--- config.mk ---
export PLATFORM = sky130hd
export DESIGN_NAME = stable_priority_message_queue_unit
export DESIGN_NICKNAME = d
export VERILOG_FILES = /design/src/design/spmq_pkg.sv /design/src/design/spmq_ram.sv /design/src/design/spmq_cmp.sv /design/src/design/stable_priority_message_queue_unit.sv
export VERILOG_INCLUDE_DIRS = /design/src /design/src/design
export SDC_FILE = /design/constraint.sdc
export NUM_CORES = 1
export LEC_CHECK = 0
export BUFFER_PORTS_ARGS = -buffer_cell sky130_fd_sc_hd__buf_4
export CORE_MARGIN = 5
export CORE_UTILIZATION = 45
export DETAILED_ROUTE_END_ITERATION = 8
export GPL_TIMING_DRIVEN = 1
export PLACE_DENSITY = 0.66
export RECOVER_POWER = 25
export SETUP_SLACK_MARGIN = 0.2
export SYNTH_ARGS = -nofsm -noshare
export SYNTH_HDL_FRONTEND = slang
export SYNTH_SLANG_ARGS = --single-unit
--- constraint.sdc ---
create_clock -name clk -period 9.5 [get_ports clk]
set_clock_uncertainty 0.15 [all_clocks]
set_input_delay 0.475 -clock clk [delete_from_list [all_inputs] [get_ports clk]]
set_output_delay 0.475 -clock clk [all_outputs]
set_load 0.1 [all_outputs]
--- src/design/stable_priority_message_queue_unit_macros.svh ---
// Assertion macros for the stable priority message queue unit.
`ifndef STABLE_PRIORITY_MESSAGE_QUEUE_UNIT_MACROS_SVH
`define STABLE_PRIORITY_MESSAGE_QUEUE_UNIT_MACROS_SVH

// Check that an expression holds at every clock edge outside reset.
`define SPMQ_ASSERT_ALWAYS(label, expr, msg) \
	label: assert property (@(posedge clk) disable iff (!arst_n) (expr)) else $error(msg);

// Check that a condition implies an expression in the same cycle.
`define SPMQ_ASSERT_SAME(label, trig, expr, msg) \
	label: assert property (@(posedge clk) disable iff (!arst_n) (trig) |-> (expr)) \
		else $error(msg);

// Check that a condition implies an expression in the next cycle.
`define SPMQ_ASSERT_NEXT(label, trig, expr, msg) \
	label: assert property (@(posedge clk) disable iff (!arst_n) (trig) |=> (expr)) \
		else $error(msg);

`endif

--- src/design/spmq_pkg.sv ---
// Shared constants and types of the stable priority message queue.
package spmq_pkg;

	localparam int OP_W  = 2;
	localparam int LEN_W = 16;
	localparam int CFG_W = 5;
	localparam int ST_W  = 2;

	localparam logic [OP_W-1:0] OP_SEND  = 2'd0;
	localparam logic [OP_W-1:0] OP_RECV  = 2'd1;
	localparam logic [OP_W-1:0] OP_CLEAR = 2'd2;

	localparam logic [CFG_W-1:0] MAX_COUNT_RESET = 5'd16;

	typedef enum logic [ST_W-1:0] {
		ST_OK      = 2'd0,
		ST_FULL    = 2'd1,
		ST_EMPTY   = 2'd2,
		ST_INVALID = 2'd3
	} status_t;

endpackage

--- src/design/spmq_ram.sv ---
// Generic single-write, single-read RAM with registered read data.
module spmq_ram #(
	parameter int WIDTH = 8,
	parameter int DEPTH = 16,
	localparam int AW = (DEPTH > 1) ? $clog2(DEPTH) : 1
) (
	input  logic             clk,
	input  logic             we,
	input  logic [AW-1:0]    waddr,
	input  logic [WIDTH-1:0] wdata,
	input  logic             re,
	input  logic [AW-1:0]    raddr,
	output logic [WIDTH-1:0] rdata
);

	logic [WIDTH-1:0] mem_q [DEPTH];
	logic [WIDTH-1:0] rdata_q;

	always_ff @(posedge clk) begin
		if (we) begin
			mem_q[waddr] <= wdata;
		end
		if (re) begin
			rdata_q <= mem_q[raddr];
		end
	end

	assign rdata = rdata_q;

endmodule

--- src/design/spmq_cmp.sv ---
// Shared unsigned compare unit: a >= b and the lesser of the two.
module spmq_cmp #(
	parameter int W = 16
) (
	input  logic [W-1:0] a,
	input  logic [W-1:0] b,
	output logic         a_ge_b,
	output logic [W-1:0] min_ab
);

	assign a_ge_b = (a >= b);
	assign min_ab = a_ge_b ? b : a;

endmodule

--- src/design/stable_priority_message_queue_unit.sv ---
// Top level of the stable priority message queue unit.
//
//  channel | direction | handshake            | payload
//  --------+-----------+----------------------+-----------------------------------------
//  cfg     | in        | cfg_valid/cfg_ready  | cfg_data (max_count)
//  in      | in        | in_valid/in_ready    | operation, send_*, receive_capacity
//  out     | out       | out_valid/out_ready  | status, recv_*, queue_count
//
// A refused send, a send into an empty queue, a receive on an empty queue and a clear are done
// in S_EXEC; any other send walks S_SCAN past the entries it moves and lands from S_SCAN or
// S_PUT, and a receive ends in S_POP. The single read and write port of the entry RAM sets
// the pace of the insertion walk: one entry is compared and moved per cycle.
// Reset (arst_n low) empties the queue and sets max_count to 16; the RAM is not cleared.
// A result waits in the output register while out_ready is low; the next beat is accepted
// meanwhile, and its result holds in the sequencer until the output register frees up.
`include "stable_priority_message_queue_unit_macros.svh"

module stable_priority_message_queue_unit #(
	parameter int DEPTH = 16,
	parameter int PRIO_WIDTH = 8,
	parameter int PAYLOAD_WIDTH = 32,
	localparam int CNT_W = $clog2(DEPTH + 1)
) (
	input  logic                       clk,
	input  logic                       arst_n,
	// configuration write channel
	input  logic                       cfg_valid,
	output logic                       cfg_ready,
	input  logic [spmq_pkg::CFG_W-1:0] cfg_data,
	// item channel
	input  logic                       in_valid,
	output logic                       in_ready,
	input  logic [spmq_pkg::OP_W-1:0]  operation,
	input  logic [PRIO_WIDTH-1:0]      send_priority,
	input  logic [PAYLOAD_WIDTH-1:0]   send_payload,
	input  logic [spmq_pkg::LEN_W-1:0] send_length,
	input  logic [spmq_pkg::LEN_W-1:0] receive_capacity,
	// result channel
	output logic                       out_valid,
	input  logic                       out_ready,
	output logic [spmq_pkg::ST_W-1:0]  status,
	output logic [PAYLOAD_WIDTH-1:0]   recv_payload,
	output logic [PRIO_WIDTH-1:0]      recv_priority,
	output logic [spmq_pkg::LEN_W-1:0] recv_length,
	output logic [CNT_W-1:0]           queue_count
);

	import spmq_pkg::*;

	localparam int PTR_W = $clog2(DEPTH);
	localparam int E_W   = PRIO_WIDTH + PAYLOAD_WIDTH + LEN_W;
	localparam int LIM_W = (CNT_W > CFG_W) ? CNT_W : CFG_W;
	localparam int CMP_W = (PRIO_WIDTH > LEN_W) ? PRIO_WIDTH : LEN_W;

	typedef enum logic [2:0] {
		S_IDLE,
		S_EXEC,
		S_SCAN,
		S_PUT,
		S_POP
	} state_t;

	// Map a logical position (0 is the head) onto a RAM slot of the circular buffer.
	function automatic logic [PTR_W-1:0] slot_addr(input logic [PTR_W-1:0] base,
	                                              input logic [CNT_W-1:0] off);
		logic [CNT_W:0] sum;
		sum = (CNT_W+1)'(base) + (CNT_W+1)'(off);
		if (sum >= (CNT_W+1)'(DEPTH)) begin
			sum = sum - (CNT_W+1)'(DEPTH);
		end
		return sum[PTR_W-1:0];
	endfunction

	// sequencer and item registers
	state_t                 state_q, state_d;
	logic [OP_W-1:0]        op_q;
	logic [PRIO_WIDTH-1:0]  prio_q;
	logic [PAYLOAD_WIDTH-1:0] pay_q;
	logic [LEN_W-1:0]       len_q;
	logic [LEN_W-1:0]       cap_q;
	logic [CNT_W-1:0]       cnt_q, cnt_d;
	logic [PTR_W-1:0]       head_q, head_d;
	logic [CNT_W-1:0]       k_q, k_d;
	logic [CFG_W-1:0]       max_q;

	// result register
	logic                   out_valid_q;
	status_t                status_q;
	logic [PAYLOAD_WIDTH-1:0] rpay_q;
	logic [PRIO_WIDTH-1:0]  rprio_q;
	logic [LEN_W-1:0]       rlen_q;
	logic [CNT_W-1:0]       rcnt_q;

	// result of the current step
	logic                   res_load;
	status_t                res_status;
	logic [PAYLOAD_WIDTH-1:0] res_pay;
	logic [PRIO_WIDTH-1:0]  res_prio;
	logic [LEN_W-1:0]       res_len;

	// entry RAM
	logic                   ram_we, ram_re;
	logic [CNT_W-1:0]       wr_off, rd_off;
	logic [PTR_W-1:0]       ram_waddr, ram_raddr;
	logic [E_W-1:0]         ram_wdata, ram_rdata;
	logic [E_W-1:0]         new_entry;
	logic [PRIO_WIDTH-1:0]  rd_prio;
	logic [PAYLOAD_WIDTH-1:0] rd_pay;
	logic [LEN_W-1:0]       rd_len;

	// shared compare unit
	logic [CMP_W-1:0]       cmp_a, cmp_b, cmp_min;
	logic                   cmp_ge;

	logic                   out_free;
	logic [LIM_W-1:0]       limit;
	logic                   full;
	logic                   send_go;
	logic [CNT_W-1:0]       k_dec;

	// terms watched by the checks at the end
	logic                   send_ok;
	logic                   scan_k_ok;
	logic [CNT_W-1:0]       cnt_inc;

	assign out_free  = !out_valid_q || out_ready;
	assign cfg_ready = 1'b1;
	assign in_ready  = (state_q == S_IDLE);

	// Saturate the configured limit at the depth of the RAM.
	assign limit   = (LIM_W'(max_q) < LIM_W'(DEPTH)) ? LIM_W'(max_q) : LIM_W'(DEPTH);
	assign full    = (LIM_W'(cnt_q) >= limit);
	assign send_go = (len_q != '0) && !full;
	assign k_dec   = k_q - 1'b1;

	assign new_entry = {prio_q, pay_q, len_q};
	assign rd_prio   = ram_rdata[E_W-1 -: PRIO_WIDTH];
	assign rd_pay    = ram_rdata[LEN_W +: PAYLOAD_WIDTH];
	assign rd_len    = ram_rdata[LEN_W-1:0];

	// Compare priorities during the insertion walk, capacity against length on a pop.
	always_comb begin
		case (state_q)
			S_POP: begin
				cmp_a = CMP_W'(cap_q);
				cmp_b = CMP_W'(rd_len);
			end
			default: begin
				cmp_a = CMP_W'(rd_prio);
				cmp_b = CMP_W'(prio_q);
			end
		endcase
	end

	spmq_cmp #(
		.W(CMP_W)
	) u_cmp (
		.a     (cmp_a),
		.b     (cmp_b),
		.a_ge_b(cmp_ge),
		.min_ab(cmp_min)
	);

	// RAM port control: walk from the tail toward the head, shifting lower entries back.
	always_comb begin
		ram_we    = 1'b0;
		ram_re    = 1'b0;
		wr_off    = k_q;
		rd_off    = '0;
		ram_wdata = new_entry;
		case (state_q)
			S_EXEC: begin
				if (op_q == OP_SEND && send_go) begin
					if (cnt_q == '0) begin
						ram_we = out_free;
						wr_off = '0;
					end else begin
						ram_re = 1'b1;
						rd_off = cnt_q - 1'b1;
					end
				end else if (op_q == OP_RECV && cnt_q != '0) begin
					ram_re = 1'b1;
					rd_off = '0;
				end
			end
			S_SCAN: begin
				if (cmp_ge) begin
					// entry ahead is not lower: land here
					ram_we = out_free;
				end else begin
					// move the lower entry one place back, fetch the next one up
					ram_we    = 1'b1;
					ram_wdata = ram_rdata;
					if (k_q > CNT_W'(1)) begin
						ram_re = 1'b1;
						rd_off = k_q - CNT_W'(2);
					end
				end
			end
			S_PUT: begin
				ram_we = out_free;
				wr_off = '0;
			end
			default: begin
				ram_we = 1'b0;
			end
		endcase
	end

	assign ram_waddr = slot_addr(head_q, wr_off);
	assign ram_raddr = slot_addr(head_q, rd_off);

	spmq_ram #(
		.WIDTH(E_W),
		.DEPTH(DEPTH)
	) u_ram (
		.clk  (clk),
		.we   (ram_we),
		.waddr(ram_waddr),
		.wdata(ram_wdata),
		.re   (ram_re),
		.raddr(ram_raddr),
		.rdata(ram_rdata)
	);

	// Next state and result of the current step.
	always_comb begin
		state_d    = state_q;
		cnt_d      = cnt_q;
		head_d     = head_q;
		k_d        = k_q;
		res_load   = 1'b0;
		res_status = ST_OK;
		res_pay    = '0;
		res_prio   = '0;
		res_len    = '0;
		case (state_q)
			S_IDLE: begin
				if (in_valid) begin
					state_d = S_EXEC;
				end
			end
			S_EXEC: begin
				case (op_q)
					OP_SEND: begin
						if (len_q == '0) begin
							res_status = ST_INVALID;
							res_load   = out_free;
						end else if (full) begin
							res_status = ST_FULL;
							res_load   = out_free;
						end else if (cnt_q == '0) begin
							res_load = out_free;
							if (out_free) begin
								cnt_d = cnt_q + 1'b1;
							end
						end else begin
							state_d = S_SCAN;
							k_d     = cnt_q;
						end
					end
					OP_RECV: begin
						if (cnt_q == '0) begin
							res_status = ST_EMPTY;
							res_load   = out_free;
						end else begin
							state_d = S_POP;
						end
					end
					OP_CLEAR: begin
						res_load = out_free;
						if (out_free) begin
							cnt_d = '0;
						end
					end
					default: begin
						res_load = out_free;
					end
				endcase
				if (res_load) begin
					state_d = S_IDLE;
				end
			end
			S_SCAN: begin
				if (cmp_ge) begin
					if (out_free) begin
						res_load = 1'b1;
						cnt_d    = cnt_q + 1'b1;
						state_d  = S_IDLE;
					end
				end else begin
					k_d = k_dec;
					if (k_q == CNT_W'(1)) begin
						state_d = S_PUT;
					end
				end
			end
			S_PUT: begin
				if (out_free) begin
					res_load = 1'b1;
					cnt_d    = cnt_q + 1'b1;
					state_d  = S_IDLE;
				end
			end
			S_POP: begin
				if (out_free) begin
					res_load = 1'b1;
					res_pay  = rd_pay;
					res_prio = rd_prio;
					res_len  = cmp_min[LEN_W-1:0];
					cnt_d    = cnt_q - 1'b1;
					head_d   = slot_addr(head_q, CNT_W'(1));
					state_d  = S_IDLE;
				end
			end
			default: begin
				state_d = S_IDLE;
			end
		endcase
	end

	// Control state, configuration and the valid bit of the result register.
	always_ff @(posedge clk or negedge arst_n) begin
		if (!arst_n) begin
			state_q     <= S_IDLE;
			cnt_q       <= '0;
			head_q      <= '0;
			k_q         <= '0;
			max_q       <= MAX_COUNT_RESET;
			out_valid_q <= 1'b0;
		end else begin
			state_q <= state_d;
			cnt_q   <= cnt_d;
			head_q  <= head_d;
			k_q     <= k_d;
			if (cfg_valid) begin
				max_q <= cfg_data;
			end
			if (res_load) begin
				out_valid_q <= 1'b1;
			end else if (out_ready) begin
				out_valid_q <= 1'b0;
			end
		end
	end

	// Item and result payload: hold until the next beat.
	always_ff @(posedge clk) begin
		if (in_valid && in_ready) begin
			op_q   <= operation;
			prio_q <= send_priority;
			pay_q  <= send_payload;
			len_q  <= send_length;
			cap_q  <= receive_capacity;
		end
		if (res_load) begin
			status_q <= res_status;
			rpay_q   <= res_pay;
			rprio_q  <= res_prio;
			rlen_q   <= res_len;
			rcnt_q   <= cnt_d;
		end
	end

	assign out_valid     = out_valid_q;
	assign status        = status_q;
	assign recv_payload  = rpay_q;
	assign recv_priority = rprio_q;
	assign recv_length   = rlen_q;
	assign queue_count   = rcnt_q;

	assign send_ok   = res_load && op_q == OP_SEND && res_status == ST_OK;
	assign scan_k_ok = k_q != '0 && k_q <= cnt_q;
	assign cnt_inc   = cnt_q + 1'b1;

	`SPMQ_ASSERT_ALWAYS(a_count_in_range, cnt_q <= CNT_W'(DEPTH), "held count exceeds depth")
	`SPMQ_ASSERT_SAME(a_scan_index, state_q == S_SCAN, scan_k_ok, "walk index out of range")
	`SPMQ_ASSERT_NEXT(a_send_grows, send_ok, cnt_q == $past(cnt_inc), "send did not grow queue")

endmodule

; ---- After elaboration in Yosys (flattened, before gate mapping)
; Memories as Yosys holds them, arrays and structs flattened. A register that Yosys moved wholly into a read port is not among the register bits.
; Cells that the tools add are included.
[totals]
inputBits = 84
mem_bits_rw = 896
word_cells = 140
regBits = 160
n_memories = 1
[op_classes]
magnitude_cmp = 7
add_sub_neg = 10
eq_ne = 19
n_mux = 68
reduce_logical = 19
[mem_list]
columns = name, depth, width, rd, rd_clocked_by_memory_dff, wr, line_no
row1 = u_ram.mem_q, 16, 56, 1, 1, 1, spmq_ram.sv:16  ; logic [WIDTH-1:0] mem_q [DEPTH];
[op_table]
columns = cell, count
row1 = 2-to-1 mux 56 bit, 2
row2 = 2-to-1 mux 5 bit, 19
row3 = 2-to-1 mux 16 bit, 3
row4 = one-hot mux 5 bit (2 select lines), 4
row5 = 2-to-1 mux 3 bit, 9
row6 = inequality test 4 bit (second input constant), 5
row7 = one-hot mux 5 bit (4 select lines), 1
row8 = 2-to-1 mux 1 bit, 18
row9 = greater-or-equal comparator 16 bit, 1
row10 = zero test 16 bit, 1
row11 = nonzero test 16 bit, 1
row12 = adder 4 x 5 -> 6 bit, 2
row13 = greater-or-equal comparator 6 x 5 -> 1 bit (second input constant), 2
row14 = 2-to-1 mux 4 bit, 3
row15 = inequality test 2 bit (second input constant), 6
row16 = one-hot mux 3 bit (4 select lines), 1
row17 = subtractor 4 x 1 -> 4 bit (second input constant), 3
row18 = subtractor 5 x 1 -> 5 bit (second input constant), 2
row19 = AND reduction 7 bit, 1
row20 = equality test 3 x 2 -> 1 bit (second input constant), 2
row21 = one-hot mux 1 bit (3 select lines), 2
row22 = one-hot mux 3 bit (2 select lines), 1
row23 = AND reduction 6 bit, 1
row24 = adder 4 x 1 -> 5 bit (second input constant), 1
row25 = other kinds (25), 32

; ---- Longest topological paths before layout
; Gate-level depths: netlist (run 1).
[logic_depth]
depth_word = 11
mapped_depth = 22
ltp_nobuf = 17

; ---- Modules after synthesis
; From an unflattened synthesis (run 1), not the netlist that was laid out.
[hier_totals]
hier_cells = 2245
area_unflattened_um2 = 43724.4
[modules_own_cells]
columns = module, cells_per_inst, area_per_inst_um2, n_inst
row1 = spmq_ram, 1445, 35238.8, 1
row2 = stable_priority_message_queue_unit, 730, 7801.2, 1
row3 = spmq_cmp, 70, 684.4, 1

; ---- Worst setup path after synthesis (run 1)
; OpenSTA, ideal clock, no wires.
[synth_path]
kind = flip-flop to flip-flop
start = register state_q[0]
end = memory u_ram.mem_q[12][0] in the netlist's numbering, enable pin
arrival_time_ps = 6829
synth_period_minus_slack_ps = 7517
setup_slack_ps = 1983
setup_ps = 539
t_required_ps = 8811
stages_incl_launch_ff = 14
path_cell_list = dfrtp_1 clkbuf_1 nor3_2 clkbuf_1 clkbuf_1 nand2_1 ha_1 a21oi_1 nand2_1 a211oi_2 o211ai_2 nand2_1 nand3b_1 nor3_1
[synth_via]
elab_chain_len = 7
[synth_rtl]
columns = element, line_no
row1 = from (decl), stable_priority_message_queue_unit.sv:75  ; state_t state_q, state_d;
row2 = from (signal assigned), stable_priority_message_queue_unit.sv:332  ; state_q <= state_d;
row3 = equality test 3 bit, stable_priority_message_queue_unit.sv:143  ; case (state_q)
row4 = 2-to-1 mux 16 bit, stable_priority_message_queue_unit.sv:143
row5 = greater-or-equal comparator 16 bit, spmq_cmp.sv:11  ; assign a_ge_b = (a >= b);
row6 = 2-to-1 mux 1 bit, stable_priority_message_queue_unit.sv:187  ; if (cmp_ge) begin
row7 = one-hot mux 1 bit (3 select lines), stable_priority_message_queue_unit.sv:171  ; case (state_q)
row8 = 2-to-1 mux 1 bit, spmq_ram.sv:20  ; if (we) begin
row9 = 2-to-1 mux 1 bit (not written as such), spmq_ram.sv:21  ; mem_q[waddr] <= wdata;
row10 = to (decl), spmq_ram.sv:16
; Parallel ways exist; a longest one is shown, timed or not.

; ---- Worst setup path in the final report (run 1)
[layout_path]
start = register state_q[2]
end = memory u_ram.mem_q[1][36] in the netlist's numbering, enable pin
; The elaborated chain is that of the path after synthesis.

==> out/results.tsv, run 1 <==
stage	metric	value	unit
sta	hold_slack	0.3616	ns
cts	cts_buffers	112	
synth	ys.warnings.count	0	
critical_path	startpoint_type	flip-flop	
detailed_routing	via_per_inst	5.762	
synth	synth_simple_gate_area_share	2.743	%
placement	dpl.hpwl	51920	um
synth	seq_area_frac_synth	76.07	%
synth	synth_mux_area_share	17.15	%
synth	synth_edf_count	1089	
detailed_routing	detail-route-antenna-nets	0	
synth	avgSynthCellArea	21.06	sq um
placement	pre_cts_slack	2.845	ns
global_routing	grt_max_degree	113	
cts	ctsHtreeMaxLevel	3	
floorplan	die-area	103500	sq um
detailed_routing	vias	21520	
final_layout	areaGrowthSynthToFinish	16.10	%
synth	yosysTopAreaCellShare	74.75	%
sta	worst_slew_pin_slew	4.755	ns
cts	clock_path_buffers	3	
power_and_ir_drop	p_per_area	347.2	nW/um^2
outcome	violations	capacitance limit, slew limit	
sta	rsz0062_at_grt	false	
detailed_routing	first_pass_iters	7	
synth	synth_compound_area_share	1.450	%
synth	ys.flop_type	edfxtp_1	
final_layout	nets	2491	
sta	finalMaxSlewViolations	120	
synth	synth-xor-area-share	0.2803	%
sta	slew_headroom	-220.3	%
synth	syn_nets	2199	
critical_path	arrival	7.46	ns
final_layout	drive_above_1_share	23.95	%
cts	cts-resized-gates	0	
cts	clk_pin_slew	0.06	ns
detailed_routing	wl_per_cell	26.68	um
sta	setup_violations	0	
synth	synth.distinct_cells	64	
synth	netlist_top_cells_area	edfxtp_1 (75%), mux4_2 (12%), mux2i_1 (4.0%)	
critical_path	crit_type	reg -> reg	
outcome	outcome	finished, violations left	
sta	hold_violations	0	
floorplan	io_pins	150	
global_routing	track_usage	19.13	%
placement	port_buffers	148	
sta	fin_tns_setup	0	ns
power_and_ir_drop	ir_drop	0.3693	mV
placement	gp_congestion	0.8755	
global_routing	antenna_found_initial	2	
sta	fin_ws	2.177	ns
synth	syn_inst	2077	
detailed_routing	drc	0	
detailed_routing	totalWireLength	99650	um
detailed_routing	drtIter0Drc	1931	
synth	synth.cell_area	43750	sq um
floorplan	chipHeight	321.8	um
floorplan	start_util	45.30	%
critical_path	required	9.64	ns
sta	fin_crit	7.323	ns
floorplan	core	96570	sq um
cts	clock-sinks	1112	
synth	async_flop_share	2.068	%
final_layout	antennaDiodeCount	0	
sta	period_share	77.09	%
critical_path	endpoint_kind	flip-flop	
cts	clock_latency	0.70	ns
synth	synth_seq_cells	1112	
global_routing	grt_pass1_wl	147500	um
critical_path	crit_fanout	51	
global_routing	globalRoute.totalOverflow	0	
power_and_ir_drop	p_leak	17.04	nW
final_layout	final_cell_mix	edfxtp_1 (1089), mux4_2 (224), mux2i_1 (177)	
final_layout	layout_commonest_cell	edfxtp_1	
floorplan	dieWidth	321.8	um
cts	cts_tree	done	
synth	synth-adder-area-share	1.121	%
flow_run	maxCapViolations	4	
synth	synth_top_area_cell	edfxtp_1	
global_routing	grt_pass1_vias	22440	
min_path	hp-class	reg -> reg	
sta	fmax	136.5	MHz
synth	synth_top_family_by_area	multiplexers	
floorplan	rows	114	
cts	root_buffer	clkbuf_16	
[metal layers]
layer  GRT usage [%]  wire length, um
met1           27.79            42610
met2           30.65            47680
met3           3.192             7386
met4           4.919             1970
met5               0                0
[report_power, final]
part	internal (mW)	switching, mW
Clock	2.57	1.84
Sequential	6.67	0.353
Combinational	2.19	4.02
[cell usage after synthesis (all sizes together) (14+ instances only)]
master and instances:
ha 36, mux4 224, nor2 32, nand3 17, mux2 61, dfrtp 22, edfxtp 1089, and3 49
clkbuf 70, buf 33, nand2 78, mux2i 177, nor3 25, inv 14, a21oi 29, o21ai 20
[state kept, by name (all words and copies together), names as in the netlist]
name,count
u_ram.mem_q,896
u_ram.rdata,56
pay_q,32
recv_payload,32
cap_q,16
len_q,16
recv_length,16
prio_q,8
recv_priority,8
cnt_q,5
k_q,5
max_q,5
queue_count,5
head_q,4
state_q,3
op_q,2
status,2
out_valid,1
[cell type report]
type                    count  area, sq um
clock buffers             135         2899
repair buffers            281         2076
fillers                  7369        45780
flip-flops and latches   1112        33280
well taps                1276         1597
multi-input cells         848        10080
inverters                  14        52.55
clock inverters            69        805.8
[worst max-delay path, stage by stage (launching register included)]
cell and delay, ns:
dfrtp_1 0.69, inv_1 0.21, nor3_1 0.23, clkbuf_1 0.91, nand2_1 0.15, ha_1 0.36, a21oi_1 0.39, o211ai_1 0.15
a21oi_1 0.34, o211ai_4 0.12, clkbuf_1 0.73, nand2_1 0.36, nand3_1 0.40, nor3_2 0.68, buf_4 0.94
[path summary, 6_finish.rpt]
| path | from | endpoint | slack [ns] | cells past startpoint |
|---|---|---|---|---|
| worst max register to register | state_q[2]$_DFFE_PN0P_ | u_ram.mem_q[1][36]$_DFFE_PP_ | 2.18 | 14 |
| max in group asynchronous | arst_n | max_q[1]$_DFFE_PN0P_ | 7.87 | 2 |
| worst min register to register | max_q[2]$_DFFE_PN0P_ | max_q[2]$_DFFE_PN0P_ | 0.36 | 1 |
| worst max-delay path | state_q[2]$_DFFE_PN0P_ | u_ram.mem_q[1][36]$_DFFE_PP_ | 2.18 | 14 |
| worst min-delay path | max_q[2]$_DFFE_PN0P_ | max_q[2]$_DFFE_PN0P_ | 0.36 | 1 |
| min in group asynchronous | arst_n | cnt_q[0]$_DFF_PN0_ | 0.50 | 2 |
[per-stage QoR]
stage / power [mW] / cell area (sq um) / utilization [%] / instances
6_report: 17.63 / 50790 / 52.60 / 3735
3_3_place_gp: 13.32 / 46580 / 48.24 / 3449
3_5_place_dp: 13.48 / 46580 / 48.24 / 3449
5_1_grt: 18.43 / 50790 / 52.60 / 3735
2_1_floorplan: 11.80 / 43750 / - / 2077
4_1_cts: 17.92 / 51110 / 52.93 / 3735
[kinds of logic (layout without fill, tap and decap cells)]
family,Yosys count,count (layout)
buffers and inverters,117,499
AND/OR/NAND/NOR,236,236
other,1,1
AO/OA/AOI/OAI,97,97
XOR/XNOR,14,14
adder cells (fa/ha/maj),38,38
flip-flops,1112,1112
multiplexers,462,462
[repair_timing]
action	CTS	global route
setup endpoints to repair	0	0
endpoints found under the hold margin	103	0
setup buffers	0	0
hold buffers	82	0
Power figures use the tool's default switching activity.
==> run 2, diff against run 1 <==
PLACE_DENSITY = 0.68   (was 0.66)
clock period = 5.95 ns   (was 9.5 ns; I/O delays follow)
==> run 2 against run 1 <==
  * The flow still finishes with violations (capacitance limit, slew limit)
  * Core utilization grew 0.80 points
  * Worst hold slack lost 0.15 ns
  * Combinational power grew 69%
  * Die area is the same
  * Largest power group unchanged
  * Highest routed layer unchanged
==> out/results.tsv, run 2 (same netlist as run 1, synthesis figures left out) <==
stage	metric	value	unit	change
critical_path	crit_buf_inv	4		unchanged
final_layout	drive_above_1_share	24.90	%	+0.95 points
placement	port_buffers	148		unchanged
flow_run	maxCapViolations	1		-3
detailed_routing	totalWireLength	101900	um	+2.3%
final_layout	antennaDiodeCount	0		unchanged
floorplan	core	96570	sq um	unchanged
cts	clock-sinks	1112		unchanged
sta	hold_violations	0		unchanged
outcome	violations	capacitance limit, slew limit		
cts	clk_pin_slew	0.06	ns	about the same
detailed_routing	wl_per_cell	27.01	um	+1.2%
floorplan	dieWidth	321.8	um	unchanged
critical_path	cpPeakStageDelay	0.79	ns	-0.15 ns
detailed_routing	vias	21750		+1.1%
critical_path	crit_type	reg -> reg		
global_routing	globalRoute.totalOverflow	0		unchanged
detailed_routing	detail-route-antenna-nets	0		unchanged
min_path	hp-class	in -> reg		
cts	cts_tree	done		
sta	finalMaxSlewViolations	43		-64%
cts	clock_path_buffers	3		unchanged
floorplan	die-area	103500	sq um	unchanged
critical_path	required	6.19	ns	-3.45 ns
placement	dpl.hpwl	55210	um	+6.3%
global_routing	track_usage	19.55	%	+0.42 points
final_layout	nets	2527		+1.4%
floorplan	io_pins	150		unchanged
global_routing	grt_pass1_vias	22620		+0.78%
critical_path	crit_fanout	22		-57%
sta	fin_crit	5.508	ns	-1.815 ns
outcome	outcome	finished, violations left		
power_and_ir_drop	ir_drop	0.3570	mV	-3.3%
global_routing	grt_max_degree	67		-41%
sta	worst_slew_pin_slew	3.723	ns	-1.031 ns
final_layout	final_cell_mix	edfxtp_1 (1089), mux4_2 (224), mux2i_1 (177)		
detailed_routing	via_per_inst	5.763		about the same
critical_path	endpoint_kind	flip-flop		
critical_path	cpMostUsedCell	buf_4		
power_and_ir_drop	p_per_area	551.2	nW/um^2	+59%
sta	slew_headroom	-148.4	%	+72 points
detailed_routing	drtIter0Drc	2300		+19%
floorplan	rows	114		unchanged
final_layout	largest_register_ffs	896		unchanged
critical_path	startpoint_type	flip-flop		
floorplan	chipHeight	321.8	um	unchanged
cts	root_buffer	clkbuf_16		
final_layout	postLayoutCoreUtil	53.40	%	+0.80 points
power_and_ir_drop	design_power_total	28.42	mW	+61%
final_layout	layout_commonest_cell	edfxtp_1		
cts	clock_latency	0.69	ns	about the same
detailed_routing	first_pass_iters	7		unchanged
sta	setup_violations	0		unchanged
critical_path	cp_top_family	adder cells		
cts	cts_buffers	107		-4.5%
critical_path	crit_chain	buf_4 -> nor3_4 -> buf_4 -> nand2_1 -> ha_1 -> a21oi_1 -> nand2_1 -> a211oi_2 -> buf_4 -> o211ai_4 -> or2_2 -> o22ai_1 -> ha_4 -> fa_4 -> buf_4 -> mux4_2 -> mux2i_1 -> mux2i_1		
final_layout	largest_register	u_ram.mem_q		
floorplan	start_util	45.30	%	unchanged
critical_path	cpMaxStageDelayCell	fa_4		
critical_path	reg2reg_slack	0.44	ns	-1.73 ns
global_routing	antenna_found_initial	2		unchanged
sta	period_share	92.58	%	+15 points
sta	fmax	181.5	MHz	+33%
cts	ctsHtreeMaxLevel	3		unchanged
placement	gp_congestion	0.8798		+0.49%
critical_path	arrival	5.75	ns	-1.71 ns
power_and_ir_drop	p_leak	17.37	nW	+2.0%
detailed_routing	drc	0		unchanged
final_layout	areaGrowthSynthToFinish	17.87	%	
sta	rsz0062_at_grt	false		
global_routing	grt_pass1_wl	150400	um	+2.0%
run 2: where the power goes:
part / total (mW) / internal (mW) / switching [mW]
Sequential: 11.1 / 10.6 / 0.527
Combinational: 10.5 / 3.85 / 6.70
Clock: 6.73 / 3.87 / 2.86
run 2: metal layers:
| layer | vias up | wire length [um] | GRT usage [%] |
|---|---|---|---|
| li1 | 9255 | - | - |
| met1 | 11490 | 42880 | 27.64 |
| met2 | 839 | 50110 | 32.06 |
| met3 | 165 | 6521 | 3.167 |
| met4 | 0 | 2416 | 5.429 |
| met5 | - | 0 | 0 |
run 2: cell type report:
type	instances	area (sq um)
fill	7286	45000
sequential	1112	33280
multi-input combinational	848	10210
timing repair buffer	322	2932
clock buffer	121	2730
tap	1276	1597
clock inverter	81	762.0
inverter	14	52.55
run 2: per-stage QoR:
| stage | setup TNS, ns | hold WS [ns] | std cells | setup slack, ns | cell area, sq um |
|---|---|---|---|---|---|
| 2_1_floorplan | 0 | -0.1481 | 2077 | 0.6115 | 43950 |
| 3_3_place_gp | 0 | 0.07015 | 3484 | 0.09238 | 47510 |
| 3_5_place_dp | -0.06230 | 0.07748 | 3484 | -0.03615 | 47510 |
| 4_1_cts | 0 | 0.1436 | 3771 | 0.2894 | 51870 |
| 5_1_grt | 0 | 0.1762 | 3774 | 0.1995 | 51560 |
| 6_report | 0 | 0.2071 | 3774 | 0.4417 | 51560 |
run 2: worst reg2reg max path, delay by kind of cell, from the launching register on:
family,cells,cell delay (ns)
AND/OR/NAND/NOR,4,0.88
buffers and inverters,4,1.07
multiplexers,3,0.67
flip-flops,1,0.39
adder cells (fa/ha/maj),3,1.31
AO/OA/AOI/OAI,4,0.79
run 2: worst paths after layout:
check | startpoint | end | depth (start not counted)
max in group asynchronous | arst_n | state_q[0]$_DFFE_PN0P_ | 4
max | state_q[0]$_DFFE_PN0P_ | u_ram.rdata[35]$_DFFE_PP_ | 18
min reg2reg | max_q[3]$_DFFE_PN0P_ | max_q[3]$_DFFE_PN0P_ | 1
min | receive_capacity[7] | cap_q[7]$_DFFE_PP_ | 2
max reg2reg | state_q[0]$_DFFE_PN0P_ | u_ram.rdata[35]$_DFFE_PP_ | 18
min in group asynchronous | arst_n | max_q[4]$_DFFE_PN1P_ | 3
run 2: what timing repair did:
action / 4_1_cts / 5_1_grt
setup buffers: 1 / 3
resized for setup: 1 / 2
setup endpoints to repair: 53 / 28
hold endpoints to repair: 105 / 0
hold buffers: 84 / 0
pin swaps: 1 / 1
cloned: 0 / 0
==> run 3, diff against run 2 <==
CTS_BUF_LIST = sky130_fd_sc_hd__clkbuf_4   (was not set)
==> run 3 against run 2 <==
  * The run still ends with capacitance limit, slew limit left
  * Largest power group unchanged
  * Sequential power about the same
  * Die area stayed put
  * Core utilization increased by 0.93 points
  * Power is 1.2% lower
  * Routed wire length increased by 2.7%
  * Sequential share of layout area is 1.1 points lower
  * Combinational power about the same
  * Sequential cell count unchanged
  * First-iteration DRC count fell by 2.4%
  * Via count grew 7.1%
  * Register-to-register slack worse by 0.06 ns
  * Final cell count grew 9.9%
==> out/results.tsv, run 3 (same netlist as run 1, synthesis figures left out) <==
stage	metric	value	unit	change
global_routing	track_usage	20.23	%	+0.68 points
sta	fmax	179.6	MHz	-1.1%
detailed_routing	drtIter0Drc	2245		-2.4%
global_routing	antenna_found_initial	2		unchanged
floorplan	io_pins	150		unchanged
cts	clock_path_buffers	4		+1
floorplan	start_util	45.30	%	unchanged
critical_path	required	6.60	ns	+0.41 ns
power_and_ir_drop	ir_drop	0.3611	mV	+1.1%
critical_path	arrival	6.22	ns	+0.47 ns
sta	slew_headroom	-152.6	%	-4.2 points
cts	clock-sinks	1112		unchanged
power_and_ir_drop	p_per_area	535.0	nW/um^2	-2.9%
global_routing	grt_pass1_wl	155700	um	+3.5%
floorplan	die-area	103500	sq um	unchanged
placement	dp.cells	3484		unchanged
detailed_routing	totalWireLength	104600	um	+2.7%
sta	hold_violations	0		unchanged
sta	fin_crit	5.568	ns	+0.05973 ns
placement	dpl.hpwl	55210	um	unchanged
detailed_routing	vias	23300		+7.1%
detailed_routing	detail-route-antenna-nets	0		unchanged
sta	period_share	93.58	%	+1.0 points
critical_path	endpoint_kind	flip-flop		
min_path	hp-class	in -> reg		
sta	worst_slew_pin_slew	3.786	ns	+0.06306 ns
sta	rsz0062_at_grt	false		
final_layout	drive_above_1_share	30.91	%	+6.0 points
cts	cts_buffers	291		+170%
global_routing	globalRoute.totalOverflow	0		unchanged
detailed_routing	wl_per_cell	25.22	um	-6.6%
min_path	hold_depth	3		+1
floorplan	core	96570	sq um	unchanged
final_layout	multiInputGateArea	10210	sq um	unchanged
flow_run	maxCapViolations	1		unchanged
global_routing	grt_max_degree	67		unchanged
detailed_routing	first_pass_iters	8		+1
sta	finalMaxSlewViolations	43		unchanged
power_and_ir_drop	design_power_total	28.07	mW	-1.2%
cts	clk_pin_slew	0.07	ns	about the same
detailed_routing	via_per_inst	5.616		-2.6%
cts	clock_latency	1.12	ns	+0.43 ns
final_layout	layout_commonest_cell	edfxtp_1		
critical_path	startpoint_type	flip-flop		
final_layout	largest_register	u_ram.mem_q		
final_layout	final_cell_mix	edfxtp_1 (1089), clkbuf_4 (465), mux4_2 (224)		
cts	root_buffer	clkbuf_4		
outcome	violations	capacitance limit, slew limit		
final_layout	fillCellCount	7359		+1.0%
critical_path	crit_fanout	22		unchanged
critical_path	crit_type	reg -> reg		
floorplan	rows	114		unchanged
floorplan	chipHeight	321.8	um	unchanged
cts	cts_tree	done		
floorplan	dieWidth	321.8	um	unchanged
placement	gp_congestion	0.8798		unchanged
global_routing	grt_pass1_vias	24810		+9.7%
detailed_routing	drc	0		unchanged
final_layout	area.sequential	33280	sq um	unchanged
placement	port_buffers	148		unchanged
final_layout	final_cells	4149		+9.9%
outcome	outcome	finished, violations left		
final_layout	nets	2794		+11%
sta	setup_violations	0		unchanged
placement	placed_area	47510	sq um	unchanged
final_layout	final_area	52460	sq um	+1.7%
power_and_ir_drop	p_leak	18.13	nW	+4.3%
cts	ctsHtreeMaxLevel	5		+2
critical_path	reg2reg_depth	16		-2
final_layout	postLayoutCoreUtil	54.33	%	+0.93 points
final_layout	largest_register_ffs	896		unchanged
final_layout	areaGrowthSynthToFinish	19.92	%	
[run 3: cell types whose count changed in the layout (fill, tap and decap cells not counted), sizes merged]
cell,before,now
clkinv,57,84
diode,0,3
clkinvlp,6,0
buf,95,91
clkbuf,265,541
dlygate4sd3,83,169
bufinv,13,6
[run 3: layout make-up]
| type | count | area share [%] |
|---|---|---|
| Antenna cell | 3 | 0.01431 |
| Clock buffer | 396 | 5.667 |
| Clock inverter | 95 | 1.011 |
| Inverter | 14 | 0.1002 |
| Multi-Input combinational cell | 848 | 19.47 |
| Sequential cell | 1112 | 63.44 |
| Tap cell | 1276 | 3.043 |
| Timing Repair Buffer | 405 | 7.258 |
[run 3: metal layers]
metal | share of wire [%] | up-vias | global-route usage (%)
met5 | 0 | - | 0
met4 | 2.1 | 0 | 6.620
met3 | 7.9 | 152 | 4.694
met2 | 50 | 1088 | 32.96
met1 | 40 | 12080 | 27.36
li1 | - | 9981 | -
[run 3: path summary, 6_finish.rpt]
kind,startpoint,end,slack (ns)
worst min-delay path,send_payload[12],pay_q[12]$_DFFE_PP_,0.29
worst min register to register,max_q[0]$_DFFE_PN0P_,max_q[0]$_DFFE_PN0P_,0.37
worst max-delay path,state_q[0]$_DFFE_PN0P_,u_ram.rdata[35]$_DFFE_PP_,0.38
worst max register to register,state_q[0]$_DFFE_PN0P_,u_ram.rdata[35]$_DFFE_PP_,0.38
min in group asynchronous,arst_n,cnt_q[0]$_DFF_PN0_,1.12
max in group asynchronous,arst_n,k_q[3]$_DFFE_PN0P_,3.65
[run 3: where the power goes]
group | switching, mW | total (mW) | internal, mW
logic | 6.72 | 10.6 | 3.88
clock network | 2.98 | 6.33 | 3.34
registers | 0.531 | 11.1 | 10.6
[run 3: what timing repair did]
action / in CTS / in global routing
endpoints found under the setup margin: 50 / 25
buffers inserted: 1 / 0
gates resized for setup: 1 / 3
hold buffers: 170 / 0
hold endpoints to repair: 151 / 0
pin swaps: 1 / 1
[run 3: worst max-delay path: stages (launching register included)]
cell,delay [ns]
dfrtp_1,0.39
buf_4,0.19
nor3_4,0.32
buf_4,0.34
nand2_1,0.10
ha_1,0.32
nand4_1,0.15
a211o_1,0.39
o211ai_4,0.19
or2_2,0.19
o22ai_1,0.12
ha_4,0.20
fa_4,1.13
buf_4,0.41
mux4_2,0.35
mux2i_1,0.21
mux2i_1,0.13
[run 3: through the flow]
step | hold slack [ns] | setup TNS, ns | setup slack, ns
floorplan | -0.1481 | 0 | 0.6115
global placement | 0.07015 | 0 | 0.09238
detailed placement | 0.07748 | -0.06230 | -0.03615
CTS | 0.1402 | 0 | 0.3103
global route | 0.2131 | 0 | 0.1369
finish | 0.2911 | 0 | 0.3820
